## src/rtl/assert_macros.svh

```systemverilog
// Assertion macros shared by the RTL of the forbidden-pair word counter.
// Every macro expects signals named clk and rst in the including module.
`ifndef ASSERT_MACROS_SVH
`define ASSERT_MACROS_SVH

// Same-cycle implication, switched off while reset is high.
`define FPW_ASSERT_IMP(lbl, ante, cons) \
  lbl: assert property (@(posedge clk) disable iff (rst) (ante) |-> (cons)) \
    else $error("fpw assertion failed");

// Next-cycle implication, switched off while reset is high.
`define FPW_ASSERT_NXT(lbl, ante, cons) \
  lbl: assert property (@(posedge clk) disable iff (rst) (ante) |=> (cons)) \
    else $error("fpw assertion failed");

`endif

```

## src/rtl/fpw_pkg.sv

```systemverilog
// Package of the forbidden-pair word counter: constants, codes, chain types
// and modular helpers. Depends on nothing; used by fpw_cell and the top level.
`timescale 1ns / 1ps

package fpw_pkg;

  localparam int FPW_MAX_LETTERS = 32;
  // Index and count widths cover the full parameter range of up to 64 letters.
  localparam int IDX_W   = 6;
  localparam int COUNT_W = 7;
  localparam int VAL_W   = 20;

  localparam logic [VAL_W-1:0] COUNT_MOD  = 20'd666013;
  // floor(2^39 / modulus), used for the reduction of a 39-bit product.
  localparam logic [VAL_W-1:0] BARRETT_MU = 20'd825443;
  localparam logic [5:0]       LETTERS_RESET = 6'd32;

  typedef enum logic [1:0] {
    CMD_FORBID  = 2'd0,
    CMD_COMPUTE = 2'd1,
    CMD_CLEAR   = 2'd2
  } cmd_t;

  typedef enum logic [1:0] {
    IT_NONE,
    IT_MAC,
    IT_SUM
  } item_kind_t;

  typedef enum logic [1:0] {
    SW_NONE,
    SW_INIT,
    SW_COPY_BASE,
    SW_COPY_ACC
  } sweep_op_t;

  // Work item handed from cell to cell, one hop per cycle.
  typedef struct packed {
    item_kind_t       kind;
    logic [IDX_W-1:0] c;
    logic [IDX_W-1:0] t;
    logic             first;
    logic             last;
    logic [VAL_W-1:0] b;
  } item_t;

  // Control broadcast from the sequencer to every cell.
  typedef struct packed {
    logic [COUNT_W-1:0] m;
    logic               x_base;
    sweep_op_t          op;
    logic [IDX_W-1:0]   sw_c;
    logic [IDX_W-1:0]   feed_addr;
    logic               forbid;
    logic [IDX_W-1:0]   f_row;
    logic [IDX_W-1:0]   f_col;
    logic               clear;
  } cell_ctrl_t;

  function automatic logic [VAL_W-1:0] mod_add(input logic [VAL_W-1:0] a,
                                               input logic [VAL_W-1:0] b);
    logic [VAL_W:0] s;
    s = {1'b0, a} + {1'b0, b};
    if (s >= {1'b0, COUNT_MOD}) s = s - {1'b0, COUNT_MOD};
    return s[VAL_W-1:0];
  endfunction

  // Brings a value below four times the modulus into range.
  function automatic logic [VAL_W-1:0] mod_fold(input logic [VAL_W+1:0] r);
    logic [VAL_W+1:0] v;
    v = r;
    if (v >= {1'b0, COUNT_MOD, 1'b0}) v = v - {1'b0, COUNT_MOD, 1'b0};
    if (v >= {2'b00, COUNT_MOD}) v = v - {2'b00, COUNT_MOD};
    return v[VAL_W-1:0];
  endfunction

endpackage

```

## src/rtl/fpw_cell.sv

```systemverilog
// One cell of the chain: holds one row of the allowed, base, accumulator and
// scratch matrices, and a pipelined modular multiply-accumulate. Uses fpw_pkg.
`timescale 1ns / 1ps

module fpw_cell import fpw_pkg::*; #(
  parameter int MAX_LETTERS = FPW_MAX_LETTERS,
  parameter int CELL_INDEX  = 0
) (
  input  logic             clk,
  input  logic             rst,
  input  cell_ctrl_t       ctrl,
  input  item_t            item_in,
  input  logic [VAL_W-1:0] psum_in,
  output item_t            item_out,
  output logic [VAL_W-1:0] psum_out,
  output logic             psum_vld_out,
  output logic [VAL_W-1:0] feed_data
);

  localparam int IW = (MAX_LETTERS > 1) ? $clog2(MAX_LETTERS) : 1;

  typedef struct packed {
    logic             v;
    logic [IDX_W-1:0] c;
    logic             first;
    logic             last;
  } mac_tag_t;

  logic [MAX_LETTERS-1:0] allowed;
  logic [VAL_W-1:0] base_mem [MAX_LETTERS];
  logic [VAL_W-1:0] acc_mem  [MAX_LETTERS];
  logic [VAL_W-1:0] scr_mem  [MAX_LETTERS];

  item_t            it;
  item_kind_t       s1_kind;
  mac_tag_t         s1_tag, s2_tag, s3_tag, s4_tag, s5_tag;
  logic [VAL_W-1:0] s1_b;
  logic [VAL_W-1:0] rd_a, rd_s;
  logic [IDX_W-1:0] addr_a;
  sweep_op_t        cp_op;
  logic [IDX_W-1:0] cp_c;
  logic [39:0]      p2, p3;
  logic [41:0]      q_prod;
  logic [VAL_W-1:0] q3;
  logic [VAL_W+1:0] r4;
  logic [VAL_W-1:0] r5;
  logic [VAL_W-1:0] macc;
  logic [VAL_W-1:0] acc_new;
  logic             active;

  assign item_out = it;
  assign active   = CELL_INDEX < int'(ctrl.m);
  // A sum transaction reads the accumulator at its column, a MAC at its step.
  assign addr_a   = (it.kind == IT_SUM) ? it.c : it.t;
  assign q_prod   = 42'(p2[39:18]) * 42'(BARRETT_MU);
  assign acc_new  = s5_tag.first ? r5 : mod_add(macc, r5);

  always_ff @(posedge clk) begin
    if (rst) begin
      allowed <= '1;
    end else if (ctrl.clear) begin
      allowed <= '1;
    end else if (ctrl.forbid && ctrl.f_row == IDX_W'(CELL_INDEX)) begin
      allowed[ctrl.f_col[IW-1:0]] <= 1'b0;
    end
  end

  always_ff @(posedge clk) begin
    if (rst) begin
      it      <= '0;
      s1_kind <= IT_NONE;
      s1_tag  <= '0;
      s2_tag  <= '0;
      s3_tag  <= '0;
      s4_tag  <= '0;
      s5_tag  <= '0;
      cp_op   <= SW_NONE;
      psum_vld_out <= 1'b0;
    end else begin
      it      <= item_in;
      s1_kind <= it.kind;
      s1_tag  <= '{v: it.kind == IT_MAC, c: it.c, first: it.first, last: it.last};
      s2_tag  <= s1_tag;
      s3_tag  <= s2_tag;
      s4_tag  <= s3_tag;
      s5_tag  <= s4_tag;
      cp_op   <= ctrl.op;
      psum_vld_out <= (s1_kind == IT_SUM);
    end
  end

  // Read ports and the arithmetic pipeline.
  always_ff @(posedge clk) begin
    rd_a      <= ctrl.x_base ? base_mem[addr_a[IW-1:0]] : acc_mem[addr_a[IW-1:0]];
    feed_data <= base_mem[ctrl.feed_addr[IW-1:0]];
    rd_s      <= scr_mem[ctrl.sw_c[IW-1:0]];
    cp_c      <= ctrl.sw_c;
    s1_b      <= it.b;
    p2        <= 40'(rd_a) * 40'(s1_b);
    p3        <= p2;
    q3        <= q_prod[40:21];
    r4        <= (VAL_W + 2)'(p3 - 40'(q3) * 40'(COUNT_MOD));
    r5        <= mod_fold(r4);
    psum_out  <= active ? mod_add(psum_in, rd_a) : psum_in;
  end

  always_ff @(posedge clk) begin
    if (s5_tag.v) begin
      macc <= acc_new;
      if (s5_tag.last) scr_mem[s5_tag.c[IW-1:0]] <= acc_new;
    end
  end

  always_ff @(posedge clk) begin
    if (ctrl.op == SW_INIT) begin
      base_mem[ctrl.sw_c[IW-1:0]] <= {{(VAL_W-1){1'b0}}, allowed[ctrl.sw_c[IW-1:0]]};
    end else if (cp_op == SW_COPY_BASE) begin
      base_mem[cp_c[IW-1:0]] <= rd_s;
    end
  end

  always_ff @(posedge clk) begin
    if (ctrl.op == SW_INIT) begin
      acc_mem[ctrl.sw_c[IW-1:0]] <=
        (ctrl.sw_c == IDX_W'(CELL_INDEX)) ? VAL_W'(1) : '0;
    end else if (cp_op == SW_COPY_ACC) begin
      acc_mem[cp_c[IW-1:0]] <= rd_s;
    end
  end

endmodule

```

## config.mk

```make
export PLATFORM = sky130hd
export DESIGN_NAME = fpw_cell
export DESIGN_NICKNAME = d
export VERILOG_FILES = /design/src/rtl/assert_macros.svh /design/src/rtl/fpw_pkg.sv /design/src/rtl/fpw_cell.sv
export SDC_FILE = /design/constraint.sdc
export NUM_CORES = 2
export LEC_CHECK = 0
export ABC_AREA = 1
export BUFFER_PORTS_ARGS = -buffer_cell sky130_fd_sc_hd__buf_4
export CAP_MARGIN = 20
export CORE_MARGIN = 2
export CORE_UTILIZATION = 25
export DETAILED_ROUTE_END_ITERATION = 16
export SYNTH_ARGS = -nofsm -noshare
export SYNTH_HDL_FRONTEND = slang
export SYNTH_SLANG_ARGS = --single-unit
```

## constraint.sdc

```tcl
create_clock -name clk -period 8.8 [get_ports clk]
set_clock_uncertainty 0.15 [all_clocks]
set_input_delay 1.76 -clock clk [delete_from_list [all_inputs] [get_ports clk]]
set_output_delay 1.76 -clock clk [all_outputs]
set_load 0.03 [all_outputs]
```

==> impl_results.md <==
- Status: completed
- Syn_nets: 13142
- FP Rows: 256
- Worst R2R Setup Slack: 1.68 ns
- Synth Flop Type: edfxtp_1
- Fillers: 49995
- Number of flops mapped to enable cells by yosys: 1940
- Fin crit share: 80.9%
- Data required time of the worst path: 9.54 ns
- Critical-path top delay cell: dfxtp_1
- Initial antenna violation count: 24
- Synthesized instance count: 11985
- CP Launch Type: flip-flop
- Post-synthesis register bit count: 2282
- Ys async rst share: 0%
- CTS Hold Bufs: 0
- Gr ovfl total: 0
- Number of buffers added for setup after CTS: 0
- Share of layout cells above drive strength 1: 8.02%
- Post-synth cell types: 58
- DPL Wire Length: 224000 microns
- Critical path origin: rd_a[9]
- Initial Util: 25.1%
- Largest area contributor in the netlist: edfxtp_1
- Tot GR Track Use: 14.3%
- Register area: 65100 sq um
- # nets final: 13108
- Core Region: 487000 sq um
- Synth top area share: 47.6%
- Fin util: 28.9%
- Final TNS setup: 0 ns
- DRT Pass-1 Iters: 8
- CP Capture Type: flip-flop
- Final Hold Fails: 0
- RSZ-0062 raised after global routing: no
- Max Clock Freq: 141 MHz
- Largest net degree at the start of global routing: 249
- Final setup fails: 0
- Max stage delay on crit path: 0.76 ns
- Number of remaining DRC errors: 0
- Worst-Margin Slew: 1.31 ns
- Syn_area_per_cell: 10.2 sq um
- Worst r2r src: rd_a[9]
- Max-cap violations: 0
- Port Buffers: 168
- Die area: 495000 sq um
- Vias in the first global route: 87132
- Routed WL per cell: 19.7 microns
- Setup crit end: p2[31]
- Crit path max fanout: 7
- Worst reg-to-reg path cell count: 25
- Multi-input gate area: 50200 sq um
- Antenna Nets Post-Route: 0
- Slew Viols, Final: 0
- Num CTS Buffers: 244
- Routed vias/inst: 4.82
- Worst setup path class: flip-flop to flip-flop
- Clock latency at the later pin of the worst-skew pair: 1.03 ns
- Global placement routability congestion: 0.862
- Die Wd: 704 microns
- CTS tree: done
- Slew headroom: 13.0%
- Via count: 89859
- Most frequent cell after synthesis: edfxtp_1
- Worst hold margin: 0.102 ns
- Final Critical Period: 7.12 ns
- Routed WL: 366000 microns
- Post-Synthesis Cell Area: 122000 sq um
- CTS sink cnt: 2282
- Initial detailed-routing violation count: 9461
- CTS Root Buffer Type: clkbuf_16
- CP arrival: 7.86 ns
- Top cells by area, synth: edfxtp_1, fa_1, o21ai_0, dfxtp_1, ha_1
- Critical R2R Capture: p2[31]
- Clock-pin slew on the worst setup and hold paths: 0.07 ns
- First-pass GRT wire length: 545000 microns
- H-Tree Depth: 4
- Post-CTS sizing: 0
- Hold/Removal Path Class: flip-flop to flip-flop
- CTS Buffer Depth: 4
- Die height: 704 microns
- Crit path top cell by count: inv_1
- Most common library cells after synthesis: edfxtp_1, nor2_1, nand2_1
- Area growth syn-to-layout: 14.8%
- Hold depth: 0
- Yosys warns: 0
- IO Pins: 171
- Seq/Total Area, Yosys: 53.2%
## state kept, by name (all words and copies together) (netlist names), 5 cells and up
register   flops
p2            40
s1_b          20
acc_mem      640
q3            20
r4            22
s4_tag         8
item_out      36
macc          20
s2_tag         8
rd_a          20
s1_tag         8
base_mem     640
scr_mem      640
s3_tag         8
p3            22
r5            20
feed_data     20
psum_out      20
rd_s          20
allowed       32
s5_tag         8
cp_c           5
## cell type report
type / instances / area share (%)
clock buffers: 311 / 4.76
diodes: 8 / 0.0143
flip-flops and latches: 2282 / 46.3
multi-input cells: 7657 / 35.7
clock inverters: 150 / 1.01
repair buffers: 401 / 2.71
well taps: 6450 / 5.74
inverters: 1365 / 3.68
## kinds of logic (layout without fill, tap and decap cells)
family	after synthesis	in the layout	synth area share, %
other	0	8	0
and+or+nand+nor	3843	3843	12.6
AOI/OAI and AO/OA	2598	2598	12.7
xor gates and xnor gates	153	153	1.10
adders and majority gates	1063	1063	14.1
DFF	2282	2282	53.2
buffers and inverters	2046	2227	6.33
## through the flow
step,setup WS [ns],std cells,instance area (sq um)
4_1_cts,1.64,18570,140000
3_5_place_dp,1.67,18109,132000
2_1_floorplan,2.49,11985,122000
3_3_place_gp,1.64,18097,131000
6_report,1.68,18624,140000
5_1_grt,1.11,18618,140000
## how the worst min path moves through the flow
| stage | startpoint | endpoint |
|---|---|---|
| 3_3_place_gp | p2[4] | p3[4] |
| 6_report | p2[3] | p3[3] |
| 4_1_cts | p2[3] | p3[3] |
| 2_1_floorplan | p2[0] | p3[0] |
| 3_5_place_dp | p2[15] | p3[15] |
| 5_1_grt | p2[3] | p3[3] |
## routing by layer
layer | part of all wire, % | track usage [%] | vias up
li1 | - | - | 41303
met1 | 42 | 19.2 | 44022
met2 | 46 | 23.2 | 3821
met3 | 8.6 | 2.46 | 703
met4 | 3.7 | 5.31 | 10
met5 | 0.074 | 0.301 | -
## critical path: cells and delay by family (launching register included)
| family | cells | cell delay, ns |
|---|---|---|
| xor+xnor | 1 | 0.16 |
| fa+ha+maj | 8 | 3.71 |
| flops | 1 | 0.76 |
| simple gates | 3 | 0.32 |
| compound gates | 5 | 1.39 |
| buf+inv | 8 | 0.49 |
## cells in the final DEF, fill, tap and decap left out, drive strengths merged, types with 37 or more instances in the layout
cell / n
dfxtp: 342
xnor2: 51
a31oi: 43
ha: 529
clkinv: 105
a21oi: 221
o21ai: 1433
nand3: 401
o221ai: 334
nor2: 1715
fa: 534
nand2: 1557
xor2: 102
clkbuf: 311
nor3: 37
buf: 401
o211ai: 173
inv: 1379
o22ai: 292
edfxtp: 1940
nand4: 109
Power is left out: the tool's default activity adds up to more than one toggle a clock period on the data nets, which glitch-free logic cannot reach.
